===== src/rtl/kpd_pkg.sv =====
// ----------------------------------------------------------------------------
// kpd_pkg
// Types and constants shared by the key press event detector modules.
// ----------------------------------------------------------------------------
`default_nettype none

package kpd_pkg;

    localparam int NUM_KEYS_DEFAULT = 3;

    localparam int CFG_IDX_W  = 2;
    localparam int CFG_DATA_W = 16;
    localparam int DEB_W      = 8;
    localparam int CNT_W      = 16;
    localparam int EV_W       = 3;

    // Configuration register indexes.
    localparam logic [CFG_IDX_W-1:0] CFG_DEBOUNCE   = 2'd0;
    localparam logic [CFG_IDX_W-1:0] CFG_LONG_PRESS = 2'd1;
    localparam logic [CFG_IDX_W-1:0] CFG_REPEAT     = 2'd2;

    // Register reset values.
    localparam logic [DEB_W-1:0] DEBOUNCE_RESET   = 8'd2;
    localparam logic [CNT_W-1:0] LONG_PRESS_RESET = 16'd300;
    localparam logic [CNT_W-1:0] REPEAT_RESET     = 16'd15;

    // Event codes.
    localparam logic [EV_W-1:0] EV_CLICK     = 3'd0;
    localparam logic [EV_W-1:0] EV_LONG      = 3'd1;
    localparam logic [EV_W-1:0] EV_CLICK_REL = 3'd2;
    localparam logic [EV_W-1:0] EV_REPEAT    = 3'd3;
    localparam logic [EV_W-1:0] EV_LONG_REL  = 3'd4;

    typedef enum logic [1:0] {
        PH_IDLE     = 2'd0,
        PH_DEBOUNCE = 2'd1,
        PH_HELD     = 2'd2,
        PH_REPEAT   = 2'd3
    } kpd_phase_t;

    typedef enum logic [1:0] {
        ST_IDLE,
        ST_SCAN,
        ST_EMIT
    } kpd_state_t;

    typedef struct packed {
        logic load_tick;
        logic scan_step;
        logic emit_load;
    } kpd_cmd_t;

    typedef struct packed {
        logic scan_done;
        logic ev_none;
        logic emit_last;
        logic out_free;
    } kpd_status_t;

endpackage

`default_nettype wire


===== src/rtl/kpd_ctrl.sv =====
// ----------------------------------------------------------------------------
// kpd_ctrl
// Sequencer: takes a scan tick, walks the keys, then hands out the events.
// ----------------------------------------------------------------------------
`default_nettype none

module kpd_ctrl (
    input  wire logic                 aclk,
    input  wire logic                 aresetn,
    input  wire logic                 s_valid,
    output logic                      s_ready,
    input  kpd_pkg::kpd_status_t      status,
    output kpd_pkg::kpd_cmd_t         cmd
);

    kpd_pkg::kpd_state_t state_reg;
    kpd_pkg::kpd_state_t state_next;

    always_ff @(posedge aclk) begin
        if (!aresetn) begin
            state_reg <= kpd_pkg::ST_IDLE;
        end else begin
            state_reg <= state_next;
        end
    end

    always_comb begin
        state_next = state_reg;
        unique case (state_reg)
            kpd_pkg::ST_IDLE: begin
                if (s_valid) begin
                    state_next = kpd_pkg::ST_SCAN;
                end
            end
            kpd_pkg::ST_SCAN: begin
                if (status.scan_done) begin
                    state_next = kpd_pkg::ST_EMIT;
                end
            end
            kpd_pkg::ST_EMIT: begin
                if (status.ev_none || (status.out_free && status.emit_last)) begin
                    state_next = kpd_pkg::ST_IDLE;
                end
            end
            default: begin
                state_next = kpd_pkg::ST_IDLE;
            end
        endcase
    end

    always_comb begin
        s_ready       = (state_reg == kpd_pkg::ST_IDLE);
        cmd.load_tick = (state_reg == kpd_pkg::ST_IDLE) && s_valid;
        cmd.scan_step = (state_reg == kpd_pkg::ST_SCAN);
        cmd.emit_load = (state_reg == kpd_pkg::ST_EMIT) && !status.ev_none && status.out_free;
    end

endmodule

`default_nettype wire


===== src/rtl/kpd_datapath.sv =====
// ----------------------------------------------------------------------------
// kpd_datapath
// Per-key state, configuration registers, shared key update logic,
// event buffer and output register.
// ----------------------------------------------------------------------------
`default_nettype none

module kpd_datapath #(
    parameter int NUM_KEYS = kpd_pkg::NUM_KEYS_DEFAULT,
    parameter int KEY_W    = (NUM_KEYS > 1) ? $clog2(NUM_KEYS) : 1
) (
    input  wire logic                            aclk,
    input  wire logic                            aresetn,
    input  wire logic [NUM_KEYS-1:0]             s_key_levels,
    input  wire logic                            cfg_valid,
    input  wire logic [kpd_pkg::CFG_IDX_W-1:0]   cfg_index,
    input  wire logic [kpd_pkg::CFG_DATA_W-1:0]  cfg_data,
    input  wire logic                            m_ready,
    output logic                                 m_valid,
    output logic [KEY_W-1:0]                     m_key_index,
    output logic [kpd_pkg::EV_W-1:0]             m_event_code,
    output logic                                 m_last_event,
    input  kpd_pkg::kpd_cmd_t                    cmd,
    output kpd_pkg::kpd_status_t                 status
);

    localparam int NCNT_W = $clog2(NUM_KEYS + 1);

    // Configuration registers.
    logic [kpd_pkg::DEB_W-1:0] dbt_reg;
    logic [kpd_pkg::CNT_W-1:0] lpt_reg;
    logic [kpd_pkg::CNT_W-1:0] rpt_reg;

    // Per-key state.
    kpd_pkg::kpd_phase_t       phase_reg    [NUM_KEYS];
    logic [kpd_pkg::DEB_W-1:0] deb_cnt_reg  [NUM_KEYS];
    logic [kpd_pkg::CNT_W-1:0] hold_cnt_reg [NUM_KEYS];
    logic [kpd_pkg::CNT_W-1:0] rep_cnt_reg  [NUM_KEYS];

    // Scan and event buffer.
    logic [NUM_KEYS-1:0]       levels_reg;
    logic [KEY_W-1:0]          scan_idx_reg;
    logic [KEY_W-1:0]          ev_key_reg   [NUM_KEYS];
    logic [kpd_pkg::EV_W-1:0]  ev_code_reg  [NUM_KEYS];
    logic [NCNT_W-1:0]         ev_count_reg;
    logic [KEY_W-1:0]          rd_ptr_reg;

    // Output register.
    logic                      m_valid_reg;
    logic [KEY_W-1:0]          m_key_index_reg;
    logic [kpd_pkg::EV_W-1:0]  m_event_code_reg;
    logic                      m_last_reg;

    // Update of the key under scan.
    kpd_pkg::kpd_phase_t       cur_phase;
    logic                      pressed;
    logic [kpd_pkg::DEB_W-1:0] deb_dec;
    logic [kpd_pkg::CNT_W-1:0] hold_dec;
    logic [kpd_pkg::CNT_W-1:0] rep_dec;
    kpd_pkg::kpd_phase_t       phase_next;
    logic [kpd_pkg::DEB_W-1:0] deb_next;
    logic [kpd_pkg::CNT_W-1:0] hold_next;
    logic [kpd_pkg::CNT_W-1:0] rep_next;
    logic                      fire;
    logic [kpd_pkg::EV_W-1:0]  code;

    always_comb begin
        cur_phase  = phase_reg[scan_idx_reg];
        pressed    = levels_reg[scan_idx_reg];
        deb_dec    = deb_cnt_reg[scan_idx_reg] - kpd_pkg::DEB_W'(1);
        hold_dec   = hold_cnt_reg[scan_idx_reg] - kpd_pkg::CNT_W'(1);
        rep_dec    = rep_cnt_reg[scan_idx_reg] - kpd_pkg::CNT_W'(1);
        phase_next = cur_phase;
        deb_next   = deb_cnt_reg[scan_idx_reg];
        hold_next  = hold_cnt_reg[scan_idx_reg];
        rep_next   = rep_cnt_reg[scan_idx_reg];
        fire       = 1'b0;
        code       = kpd_pkg::EV_CLICK;
        unique case (cur_phase)
            kpd_pkg::PH_IDLE: begin
                if (pressed) begin
                    phase_next = kpd_pkg::PH_DEBOUNCE;
                end
            end
            kpd_pkg::PH_DEBOUNCE: begin
                if (pressed) begin
                    deb_next = deb_dec;
                    if (deb_dec == '0) begin
                        deb_next   = dbt_reg;
                        phase_next = kpd_pkg::PH_HELD;
                        fire       = 1'b1;
                        code       = kpd_pkg::EV_CLICK;
                    end
                end else begin
                    deb_next   = dbt_reg;
                    phase_next = kpd_pkg::PH_IDLE;
                end
            end
            kpd_pkg::PH_HELD: begin
                if (pressed) begin
                    hold_next = hold_dec;
                    if (hold_dec == '0) begin
                        hold_next  = lpt_reg;
                        phase_next = kpd_pkg::PH_REPEAT;
                        fire       = 1'b1;
                        code       = kpd_pkg::EV_LONG;
                    end
                end else begin
                    hold_next  = lpt_reg;
                    phase_next = kpd_pkg::PH_IDLE;
                    fire       = 1'b1;
                    code       = kpd_pkg::EV_CLICK_REL;
                end
            end
            kpd_pkg::PH_REPEAT: begin
                if (pressed) begin
                    rep_next = rep_dec;
                    if (rep_dec == '0) begin
                        rep_next = rpt_reg;
                        fire     = 1'b1;
                        code     = kpd_pkg::EV_REPEAT;
                    end
                end else begin
                    rep_next   = rpt_reg;
                    phase_next = kpd_pkg::PH_IDLE;
                    fire       = 1'b1;
                    code       = kpd_pkg::EV_LONG_REL;
                end
            end
            default: begin
                phase_next = kpd_pkg::PH_IDLE;
            end
        endcase
    end

    always_comb begin
        status.scan_done = (scan_idx_reg == KEY_W'(NUM_KEYS - 1));
        status.ev_none   = (ev_count_reg == '0);
        status.emit_last = ((NCNT_W'(rd_ptr_reg) + NCNT_W'(1)) == ev_count_reg);
        status.out_free  = !m_valid_reg || m_ready;
    end

    // Configuration writes; an unknown index is dropped.
    always_ff @(posedge aclk) begin
        if (!aresetn) begin
            dbt_reg <= kpd_pkg::DEBOUNCE_RESET;
            lpt_reg <= kpd_pkg::LONG_PRESS_RESET;
            rpt_reg <= kpd_pkg::REPEAT_RESET;
        end else if (cfg_valid) begin
            unique case (cfg_index)
                kpd_pkg::CFG_DEBOUNCE:   dbt_reg <= cfg_data[kpd_pkg::DEB_W-1:0];
                kpd_pkg::CFG_LONG_PRESS: lpt_reg <= cfg_data;
                kpd_pkg::CFG_REPEAT:     rpt_reg <= cfg_data;
                default: begin
                end
            endcase
        end
    end

    always_ff @(posedge aclk) begin
        if (!aresetn) begin
            for (int k = 0; k < NUM_KEYS; k++) begin
                phase_reg[k]    <= kpd_pkg::PH_IDLE;
                deb_cnt_reg[k]  <= kpd_pkg::DEBOUNCE_RESET;
                hold_cnt_reg[k] <= kpd_pkg::LONG_PRESS_RESET;
                rep_cnt_reg[k]  <= kpd_pkg::REPEAT_RESET;
            end
        end else if (cmd.scan_step) begin
            phase_reg[scan_idx_reg]    <= phase_next;
            deb_cnt_reg[scan_idx_reg]  <= deb_next;
            hold_cnt_reg[scan_idx_reg] <= hold_next;
            rep_cnt_reg[scan_idx_reg]  <= rep_next;
        end
    end

    always_ff @(posedge aclk) begin
        if (!aresetn) begin
            scan_idx_reg <= '0;
            ev_count_reg <= '0;
            rd_ptr_reg   <= '0;
        end else if (cmd.load_tick) begin
            scan_idx_reg <= '0;
            ev_count_reg <= '0;
            rd_ptr_reg   <= '0;
        end else begin
            if (cmd.scan_step) begin
                if (!status.scan_done) begin
                    scan_idx_reg <= scan_idx_reg + KEY_W'(1);
                end
                if (fire) begin
                    ev_count_reg <= ev_count_reg + NCNT_W'(1);
                end
            end
            if (cmd.emit_load) begin
                rd_ptr_reg <= rd_ptr_reg + KEY_W'(1);
            end
        end
    end

    // Payload registers need no reset.
    always_ff @(posedge aclk) begin
        if (cmd.load_tick) begin
            levels_reg <= s_key_levels;
        end
        if (cmd.scan_step && fire) begin
            ev_key_reg[ev_count_reg[KEY_W-1:0]]  <= scan_idx_reg;
            ev_code_reg[ev_count_reg[KEY_W-1:0]] <= code;
        end
        if (cmd.emit_load) begin
            m_key_index_reg  <= ev_key_reg[rd_ptr_reg];
            m_event_code_reg <= ev_code_reg[rd_ptr_reg];
            m_last_reg       <= status.emit_last;
        end
    end

    always_ff @(posedge aclk) begin
        if (!aresetn) begin
            m_valid_reg <= 1'b0;
        end else if (cmd.emit_load) begin
            m_valid_reg <= 1'b1;
        end else if (m_ready) begin
            m_valid_reg <= 1'b0;
        end
    end

    assign m_valid      = m_valid_reg;
    assign m_key_index  = m_key_index_reg;
    assign m_event_code = m_event_code_reg;
    assign m_last_event = m_last_reg;

endmodule

`default_nettype wire


===== src/rtl/key_press_event_detector_core.sv =====
// ----------------------------------------------------------------------------
// key_press_event_detector_core
// Per-key click, long-press, repeat and release detector driven by scan ticks.
// ----------------------------------------------------------------------------
// Usage:
// Each item on the s_ channel is one scan tick with the pressed level of every
// key in s_key_levels. Each key gives at most one event per tick; the events
// leave on the m_ channel in ascending key order and the final one of a tick
// has m_last_event set. A tick with no event produces nothing on m_.
// The three timing registers are written through cfg_valid/cfg_index/cfg_data
// (cfg_ready is always high); write them only while the block is idle.
// Scan: the keys are walked one per cycle through one shared update unit.
// s_ready stays low from acceptance until the scan is done and, if the tick
// has events, the last of them is loaded into the output register. The first
// event shows on m_valid once every key has been scanned; further events
// follow one per cycle while m_ready is high.
// A stalled receiver holds the current event in the output register and the
// block waits; once the last event of a tick is in that register, the next
// tick can be accepted.
// Reset puts every key in idle, loads the counters and registers with their
// defaults (2, 300, 15) and clears the output valid.
// ----------------------------------------------------------------------------
`default_nettype none

module key_press_event_detector_core #(
    parameter int NUM_KEYS = kpd_pkg::NUM_KEYS_DEFAULT,
    parameter int KEY_W    = (NUM_KEYS > 1) ? $clog2(NUM_KEYS) : 1
) (
    input  wire logic                            aclk,
    input  wire logic                            aresetn,
    input  wire logic                            s_valid,
    output logic                                 s_ready,
    input  wire logic [NUM_KEYS-1:0]             s_key_levels,
    output logic                                 m_valid,
    input  wire logic                            m_ready,
    output logic [KEY_W-1:0]                     m_key_index,
    output logic [kpd_pkg::EV_W-1:0]             m_event_code,
    output logic                                 m_last_event,
    input  wire logic                            cfg_valid,
    output logic                                 cfg_ready,
    input  wire logic [kpd_pkg::CFG_IDX_W-1:0]   cfg_index,
    input  wire logic [kpd_pkg::CFG_DATA_W-1:0]  cfg_data
);

    kpd_pkg::kpd_cmd_t    cmd;
    kpd_pkg::kpd_status_t status;

    assign cfg_ready = 1'b1;

    kpd_ctrl u_ctrl (
        .aclk    (aclk),
        .aresetn (aresetn),
        .s_valid (s_valid),
        .s_ready (s_ready),
        .status  (status),
        .cmd     (cmd)
    );

    kpd_datapath #(
        .NUM_KEYS (NUM_KEYS),
        .KEY_W    (KEY_W)
    ) u_datapath (
        .aclk         (aclk),
        .aresetn      (aresetn),
        .s_key_levels (s_key_levels),
        .cfg_valid    (cfg_valid),
        .cfg_index    (cfg_index),
        .cfg_data     (cfg_data),
        .m_ready      (m_ready),
        .m_valid      (m_valid),
        .m_key_index  (m_key_index),
        .m_event_code (m_event_code),
        .m_last_event (m_last_event),
        .cmd          (cmd),
        .status       (status)
    );

endmodule

`default_nettype wire


===== config.mk =====
export PLATFORM = sky130hd
export DESIGN_NAME = key_press_event_detector_core
export DESIGN_NICKNAME = d
export VERILOG_FILES = /design/src/rtl/kpd_pkg.sv /design/src/rtl/kpd_ctrl.sv /design/src/rtl/kpd_datapath.sv /design/src/rtl/key_press_event_detector_core.sv
export SDC_FILE = /design/constraint.sdc
export NUM_CORES = 1
export LEC_CHECK = 0
export BUFFER_PORTS_ARGS = -buffer_cell sky130_fd_sc_hd__buf_2
export CAP_MARGIN = 20
export CORE_MARGIN = 5
export CORE_UTILIZATION = 30
export DETAILED_ROUTE_END_ITERATION = 8
export GPL_ROUTABILITY_DRIVEN = 0
export HOLD_SLACK_MARGIN = 0.15
export PLACE_DENSITY = 0.49
export SLEW_MARGIN = 25
export SYNTH_ARGS = -nofsm -noshare
export SYNTH_HDL_FRONTEND = slang
export SYNTH_SLANG_ARGS = --single-unit

===== constraint.sdc =====
create_clock -name aclk -period 5 [get_ports aclk]
set_clock_uncertainty 0.05 [all_clocks]
set_input_delay 0.75 -clock aclk [delete_from_list [all_inputs] [get_ports aclk]]
set_output_delay 0.75 -clock aclk [all_outputs]
set_load 0.01 [all_outputs]

==> Word level (Yosys, flattened, before mapping) <==
Memory sizes are Yosys's and may differ from the RTL's. A register that Yosys moved wholly into a read port is not among the register bits.
Index checks and enable logic that the tools add are counted.
{ "word_totals": {"ram_bits": 141, "mem_bits_ro": 0, "word_cells": 127, "n_memories": 6, "latch_bits": 0, "output_inout_bits": 9, "ff_bits": 53} }
{ "memory_table": {"columns": ["name", "depth", "word_bits", "rd", "rd_clocked_by_memory_dff", "write_ports", "line", "source"], "rows": [
  ["u_datapath.hold_cnt_reg", 3, 16, 1, 1, 3, "kpd_datapath.sv:37", "logic [kpd_pkg::CNT_W-1:0] hold_cnt_reg [NUM_KEYS];"],
  ["u_datapath.rep_cnt_reg", 3, 16, 1, 1, 3, "kpd_datapath.sv:38", "logic [kpd_pkg::CNT_W-1:0] rep_cnt_reg [NUM_KEYS];"],
  ["u_datapath.deb_cnt_reg", 3, 8, 1, 1, 3, "kpd_datapath.sv:36", "logic [kpd_pkg::DEB_W-1:0] deb_cnt_reg [NUM_KEYS];"],
  ["u_datapath.ev_code_reg", 3, 3, 1, 1, 1, "kpd_datapath.sv:44", "logic [kpd_pkg::EV_W-1:0] ev_code_reg [NUM_KEYS];"],
  ["u_datapath.ev_key_reg", 3, 2, 1, 1, 1, "kpd_datapath.sv:43", "logic [KEY_W-1:0] ev_key_reg [NUM_KEYS];"],
  ["u_datapath.phase_reg", 3, 2, 1, 1, 3, "kpd_datapath.sv:35", "kpd_pkg::kpd_phase_t phase_reg [NUM_KEYS];"]
]} }
{ "classes": {"n_eq_ne": 12, "addsub": 6, "n_shift": 0, "multipliers": 0, "bitwise": 2, "div_mod_pow": 0, "muxes": 62, "n_lt_le_gt_ge": 1, "n_reduce_logical": 28} }
{ "ops": {"columns": ["op", "n"], "rows": [
  ["$mux 16", 8],
  ["$mux 2", 24],
  ["$logic_not 16->1", 2],
  ["$mux 8", 4],
  ["$reduce_or 16->1", 2],
  ["$sub 16x1->16 const B", 2],
  ["$mux 1", 20],
  ["$eq 2x2->1 const B", 5],
  ["$reduce_and 2->1", 5],
  ["$logic_not 2->1", 4],
  ["$logic_not 8->1", 1],
  ["$pmux 2 s4", 1],
  ["$reduce_or 8->1", 1],
  ["$sub 8x1->8 const B", 1],
  ["$add 2x1->2 const B", 3],
  ["$eq 2x1->1 const B", 3],
  ["$pmux 2 s3", 1],
  ["$pmux 3 s2", 1],
  ["$logic_and 1x1->1", 5],
  ["$ne 2x2->1 const B", 2],
  ["$reduce_or 2->1", 2],
  ["$lt 2x3->1 const B", 1],
  ["$mux 3", 1],
  ["$pmux 1 s3", 1],
  ["8 further kinds", 11]
]} }

==> Longest topological paths before layout <==
Gate-level depths: netlist of the first run.
{ "logic_depth": {"depth_word": 8, "ltp_mapped": 17} }

==> By module <==
A second synthesis of the first run with hierarchy kept.
{ "unflattened": {"hier_cells": 1059, "area_unflattened_um2": 12189.2} }
{ "by_module_without_submodules": {"columns": ["mod", "area_each_um2", "instances", "cells_each", "seq_area_each_um2"], "rows": [
  ["kpd_datapath", 12060.3, 1, 1042, 6746.5],
  ["kpd_ctrl", 117.6, 1, 15, 40.0],
  ["key_press_event_detector_core", 11.3, 1, 2, 0.0]
]} }

==> Worst setup path after synthesis of the first run <==
OpenSTA, ideal clock, no wires.
{ "synth_timing": {"kind": "register to register", "start": "register (tool-made name)", "end": "memory u_datapath.hold_cnt_reg[0][5] (netlist bit) (data pin)", "path_stages_with_launch": 17, "arrival_time_ns": 3.757, "path_slack_ns": 0.927, "synth_period_minus_slack_ns": 4.073, "path_cell_list": "dfxtp_1 -> buf_6 -> buf_8 -> buf_8 -> buf_6 -> mux4_2 -> inv_1 -> ha_1 -> inv_1 -> or4_1 -> or3_1 -> and4_4 -> a21oi_4 -> buf_4 -> a41oi_1 -> o22ai_1 -> nand2_1"} }
{ "synth_lines": {"columns": ["element", "line"], "rows": [
  ["end: declaration", "kpd_datapath.sv:37"]
]} }

==> results of run 1 <==
[stage by stage]
step,cells,hold slack (ps),setup slack [ps]
2_1_floorplan,1046,390,927
6_report,1624,341,407
4_1_cts,1623,319,372
3_5_place_dp,1572,405,393
3_3_place_gp,1572,404,531
5_1_grt,1623,326,89.2
[cell families after synthesis]
kind of cell / Yosys count / share of synthesized area
multiplexers: 68 / 0.100
other: 1 / 0.000310
AND/OR/NAND/NOR: 434 / 0.174
XOR/XNOR: 17 / 0.0123
flip-flops: 243 / 0.562
buffers and inverters: 110 / 0.0393
AO/OA/AOI/OAI: 160 / 0.0984
adder cells (fa/ha/maj): 13 / 0.0135
[where the power goes]
part | leakage (µW) | total (µW) | internal [µW] | switching (µW)
clock network | 0.000436 | 1960 | 1160 | 807
registers | 0.00223 | 2280 | 2250 | 29.9
logic | 0.00201 | 528 | 182 | 346
[path summary, 6_finish.rpt]
path	from	endpoint	slack, ps	cells after the start
setup reg to reg	flip-flop	u_datapath.ev_code_reg[0][2]$_DFFE_PP_	410	11
setup / recovery	flip-flop	u_datapath.ev_code_reg[0][2]$_DFFE_PP_	410	11
hold / removal	s_key_levels[0]	u_datapath.levels_reg[0]$_DFFE_PP_	340	1
hold reg to reg	u_datapath.lpt_reg[14]$_SDFFE_PN0P_	u_datapath.lpt_reg[14]$_SDFFE_PN0P_	410	2
[final cells by class]
| cell class | count | area, µm² | area share |
|---|---|---|---|
| flip-flops and latches | 243 | 6790 | 0.494 |
| multi-input cells | 693 | 4840 | 0.352 |
| clock buffers | 41 | 842 | 0.0613 |
| clock inverters | 10 | 46.3 | 0.00337 |
| inverters | 51 | 191 | 0.0139 |
| diodes | 1 | 2.50 | 0.000182 |
| repair buffers | 60 | 368 | 0.0268 |
| well taps | 525 | 657 | 0.0478 |
[routing by layer]
layer / global-route usage / share of wire
met4: 0.0358 / 0.023
met2: 0.244 / 0.49
met3: 0.0159 / 0.029
met1: 0.200 / 0.46
met5: 0 / 0
[layout by cell type (no fill, tap or decap), types with 8 or more instances in the layout]
cell	Yosys	routed
nand2b_1	12	12
and3_1	11	10
a21boi_0	24	24
buf_2	8	33
ha_1	13	13
a21oi_1	27	27
buf_4	2	27
nand3_1	29	29
nor2b_1	13	13
nor2_1	151	151
clkbuf_16	0	30
nor4_1	10	10
mux4_2	42	42
nand2_1	132	129
and2_1	17	17
mux2i_1	23	23
nor3_1	10	10
edfxtp_1	192	192
dfxtp_1	51	49
inv_1	51	51
xnor2_1	10	10
o21ai_0	28	28
or3_1	8	8
[synth_stat cells (4+ instances only)]
cell type    n  share of area
o211ai_1     4         0.0025
and4_1       4         0.0029
ha_1        13          0.013
o22ai_1      7         0.0036
o21a_1       7         0.0043
nand3_1     29          0.012
buf_2        8         0.0033
o21ai_0     28          0.012
dfxtp_1     51          0.084
mux4_2      42          0.078
nand3b_1     4         0.0025
nor2_1     151          0.047
nor2b_1     13         0.0067
a21oi_1     27          0.011
nor4_1      10         0.0052
a31oi_1      6         0.0031
nand2_1    132          0.041
nand2b_1    12         0.0062
inv_1       51          0.016
xnor2_1     10         0.0072
and3_1      11         0.0057
clkbuf_1    41          0.013
nor3_1      10         0.0041
xor2_1       7         0.0051
and2_1      17         0.0088
mux2i_1     23          0.019
edfxtp_1   192           0.48
a21o_1       6         0.0037
a31oi_2      4         0.0041
a211oi_2     4         0.0041
or3_1        8         0.0041
a21boi_0    24          0.015
[critical path, delay by kind of cell (launching register included)]
kind                       cells  cell delay, ps
AOI/OAI and AO/OA              3             970
adders and majority gates      1             280
buffers and inverters          2             510
DFF                            1             550
muxes                          1             600
and+or+nand+nor                4            1300
==> impl_metrics.env, run 1 <==
export IMPL_path_class="reg -> reg"
export IMPL_via_per_inst=5.01
export IMPL_synth_async_sr_flop_share=0
export IMPL_clk_latency_ps=540
export IMPL_drt_first_pass_iters=5
export IMPL_cts_hold_buffers_added=0
export IMPL_yosys_warnings=0
export IMPL_finalMaxSlewViolations=0
export IMPL_ys_seq_area_frac=0.562
export IMPL_final_area_mm2=0.0137
export IMPL_cts_buffers=28
export IMPL_synth_distinct_cells=87
export IMPL_syn_to_final_growth_pct=13.7
export IMPL_hold_viol=0
export IMPL_cts_sinks=243
export IMPL_drive_above_1_share=0.174
export IMPL_first_iter_violations=567
export IMPL_max_cap_violations=0
export IMPL_design_final_nets=1116
export IMPL_tightest_slew_ps=931
export IMPL_nFillCells=4053
export IMPL_postLayoutCoreUtil=0.345
export IMPL_initial_core_util=0.303
export IMPL_vias=8141
export IMPL_synth_edf_count=192
export IMPL_wirelength_mm=32.2
export IMPL_leakage_uw=0.00468
export IMPL_total_power_uw=4770
export IMPL_place_hpwl_mm=21.6
export IMPL_status="complete, no violations"
export IMPL_p_per_area_mw_per_mm2=347
export IMPL_top_level_ports=35
export IMPL_grt_total_usage=0.144
export IMPL_cts_root_buf="clkbuf_16"
export IMPL_finalSetupViolations=0
export IMPL_die_x_um=211
export IMPL_drc=0
export IMPL_slowest_stage="mux4_2"
export IMPL_synth_avg_cell_area_um2=11.6
export IMPL_cts_tree="yes"
export IMPL_wire_per_inst_um=19.8
export IMPL_cp_arrival_ps=4760
export IMPL_rsz0062_at_grt="false"
export IMPL_timing_final_crit_share=0.919
export IMPL_max_slew_margin=0.377
export IMPL_cts_resized_gates=0
export IMPL_cts_setup_buffers=0
export IMPL_grt_max_degree=45
export IMPL_die_area_mm2=0.0444
export IMPL_syn_nets=1085
export IMPL_grt_pass1_wl_mm=50.1
export IMPL_placed_cell_area_mm2=0.0128
export IMPL_crit_path_max_fanout=17
export IMPL_core_area_mm2=0.0398
export IMPL_path_clk_slew_ps=60
export IMPL_syn_area_mm2=0.0121
export IMPL_antenna_found_initial=0
export IMPL_htreeDepth=1
export IMPL_startpoint_type="flip-flop"
export IMPL_crit_chain="buf_4, mux4_2, inv_1, ha_1, and4_1, o211ai_1, a211oi_1, nand4b_4, nor4_4, a31o_2, and2_1"
export IMPL_critPathCaptureType="flip-flop"
export IMPL_max_freq_ghz=0.218
export IMPL_port_buffers=33
export IMPL_ant_nets=0
export IMPL_die_h_um=211
export IMPL_synth_seq_cells=243
export IMPL_tns_ps=0
export IMPL_rows=73
export IMPL_hp_class="in -> reg"
export IMPL_syn_inst=1046
export IMPL_synthFlopType="edfxtp_1"
export IMPL_required_ps=5170
export IMPL_cpPeakStageDelay_ps=600
export IMPL_period_needed_ps=4590
export IMPL_grt_pass1_vias=8261
export IMPL_gr_total_overflow=0
export IMPL_clockBufferDepth=3
export IMPL_ir_drop_mv=0.308
Note: power is estimated with default switching activity, not from simulation.
==> inputs of run 2 (changes only) <==
- CORE_UTILIZATION: 30 -> 25
- PLACE_DENSITY: 0.49 -> 0.44
==> impl_metrics.env, run 2 (same netlist as run 1, synthesis figures left out) <==
export IMPL_clockBufferDepth=3
export IMPL_max_freq_ghz=0.228
export IMPL_die_x_um=230
export IMPL_grt_total_usage=0.126
export IMPL_crit_path_max_fanout=21
export IMPL_critPathCaptureType="flip-flop"
export IMPL_cts_tree="yes"
export IMPL_clk_latency_ps=550
export IMPL_core_area_mm2=0.0477
export IMPL_design_final_nets=1111
export IMPL_port_buffers=33
export IMPL_period_needed_ps=4390
export IMPL_clkPwrFrac=0.409
export IMPL_first_iter_violations=440
export IMPL_p_int_uw=3520
export IMPL_hold_depth=1
export IMPL_cts_hold_buffers_added=0
export IMPL_grt_pass1_wl_mm=51.9
export IMPL_wirelength_mm=33.7
export IMPL_gr_total_overflow=0
export IMPL_drt_first_pass_iters=5
export IMPL_cp_arrival_ps=4630
export IMPL_worstHoldStart="s_key_levels[1]"
export IMPL_htreeDepth=1
export IMPL_grt_max_degree=43
export IMPL_hp_class="in -> reg"
export IMPL_status="complete, no violations"
export IMPL_rsz0062_at_grt="false"
export IMPL_gr_usage_met2=0.214
export IMPL_p_per_area_mw_per_mm2=344
export IMPL_via_per_inst=4.72
export IMPL_ir_drop_mv=0.216
export IMPL_finalMaxSlewViolations=0
export IMPL_ant_nets=0
export IMPL_wire_per_inst_um=19.7
export IMPL_rows=80
export IMPL_die_area_mm2=0.0528
export IMPL_antenna_cells=0
export IMPL_leakage_uw=0.00464
export IMPL_place_hpwl_mm=22.7
export IMPL_max_slew_margin=0.422
export IMPL_post_place_ws_ps=700
export IMPL_drc=0
export IMPL_top_usage_layer="met2"
export IMPL_reg2reg_depth=11
export IMPL_antenna_found_initial=0
export IMPL_die_h_um=230
export IMPL_startpoint_type="flip-flop"
export IMPL_met3_usage=0.0160
export IMPL_finalSetupViolations=0
export IMPL_nFillCells=4885
export IMPL_reg2reg_to="u_datapath.rep_cnt_reg[1][12]$_SDFFCE_PN0P_"
export IMPL_cts_setup_buffers=0
export IMPL_cts_root_buf="clkbuf_16"
export IMPL_drive_above_1_share=0.176
export IMPL_mostFrequentLayoutCells="edfxtp_1, nor2_1, nand2_1, inv_1, dfxtp_1"
export IMPL_tns_ps=0
export IMPL_syn_to_final_growth_pct=14.3
export IMPL_cts_resized_gates=0
export IMPL_path_clk_slew_ps=60
export IMPL_cts_sinks=243
export IMPL_vias=8075
export IMPL_cts_buffers=29
export IMPL_required_ps=5240
export IMPL_timing_final_crit_share=0.878
export IMPL_swShare=0.260
export IMPL_grt_pass1_vias=8341
export IMPL_tightest_slew_ps=868
export IMPL_setup_slack_ps=612
export IMPL_top_level_ports=35
export IMPL_path_class="reg -> reg"
export IMPL_max_cap_violations=0
export IMPL_initial_core_util=0.253
export IMPL_power_switching_uw=1240
export IMPL_final_common_cell="edfxtp_1"
export IMPL_hold_viol=0
export IMPL_rrSetupSlack_ps=610
export IMPL_seqPwrFrac=0.478
export IMPL_grtUsageMet1=0.173
export IMPL_hold_end="u_datapath.levels_reg[1]$_DFFE_PP_"
export IMPL_pwr_share_comb=0.113
run 2: area by class of cell:
| cell class | count | area [µm²] | share of cell area |
|---|---|---|---|
| clock buffer | 36 | 772 | 0.0559 |
| clock inverter | 17 | 95.1 | 0.00689 |
| multi-input combinational | 693 | 4850 | 0.352 |
| inverter | 51 | 191 | 0.0139 |
| tap | 615 | 769 | 0.0557 |
| timing repair buffer | 54 | 335 | 0.0243 |
| sequential | 243 | 6790 | 0.492 |
run 2: worst max-delay path, cell delays in order, from the launching register on:
cell	delay (ps)
dfxtp_2	480
buf_4	390
mux4_2	470
nor4_1	670
nand3_1	240
or3_1	430
xnor2_1	410
nor4_4	90
buf_4	190
nand2b_4	190
a31oi_1	400
nor2_1	90
run 2: how the worst max path moves through the flow:
stage,cells past startpoint,to,slack [ps],start
after floorplan,16,u_datapath.hold_cnt_reg[0][5]$_SDFFCE_PN1P_,930,flip-flop
after global placement,11,u_datapath.rep_cnt_reg[1][12]$_SDFFCE_PN0P_,690,flip-flop
after detailed placement,11,u_datapath.rep_cnt_reg[2][12]$_SDFFCE_PN0P_,700,flip-flop
after CTS,11,u_datapath.rep_cnt_reg[2][12]$_SDFFCE_PN0P_,680,flip-flop
after global routing,11,u_datapath.rep_cnt_reg[1][0]$_SDFFCE_PN1P_,470,flip-flop
final,11,u_datapath.rep_cnt_reg[1][12]$_SDFFCE_PN0P_,610,flip-flop
run 2: power groups by stage:
stage	logic [µW]	clock network, µW	registers (µW)
2_1_floorplan	383	0	2300
3_3_place_gp	542	0	2320
3_5_place_dp	545	0	2320
4_1_cts	546	2000	2280
5_1_grt	595	2080	2280
6_report	539	1940	2270
run 2: per-layer routing:
layer  share of wire  vias up
li1                -     3848
met1            0.47     4033
met2            0.48      142
met3           0.032       52
met4           0.023        0
met5               0        -
run 2: per-stage QoR:
step | hold slack, ps | instances | util | cell area, µm² | power (µW)
final | 324 | 1709 | 0.289 | 13800 | 4760
after global routing | 303 | 1709 | 0.289 | 13800 | 4950
after CTS | 295 | 1709 | 0.289 | 13800 | 4820
after detailed placement | 420 | 1656 | 0.271 | 12900 | 2860
after global placement | 416 | 1656 | 0.271 | 12900 | 2860
after floorplan | 390 | 1046 | - | 12100 | 2690
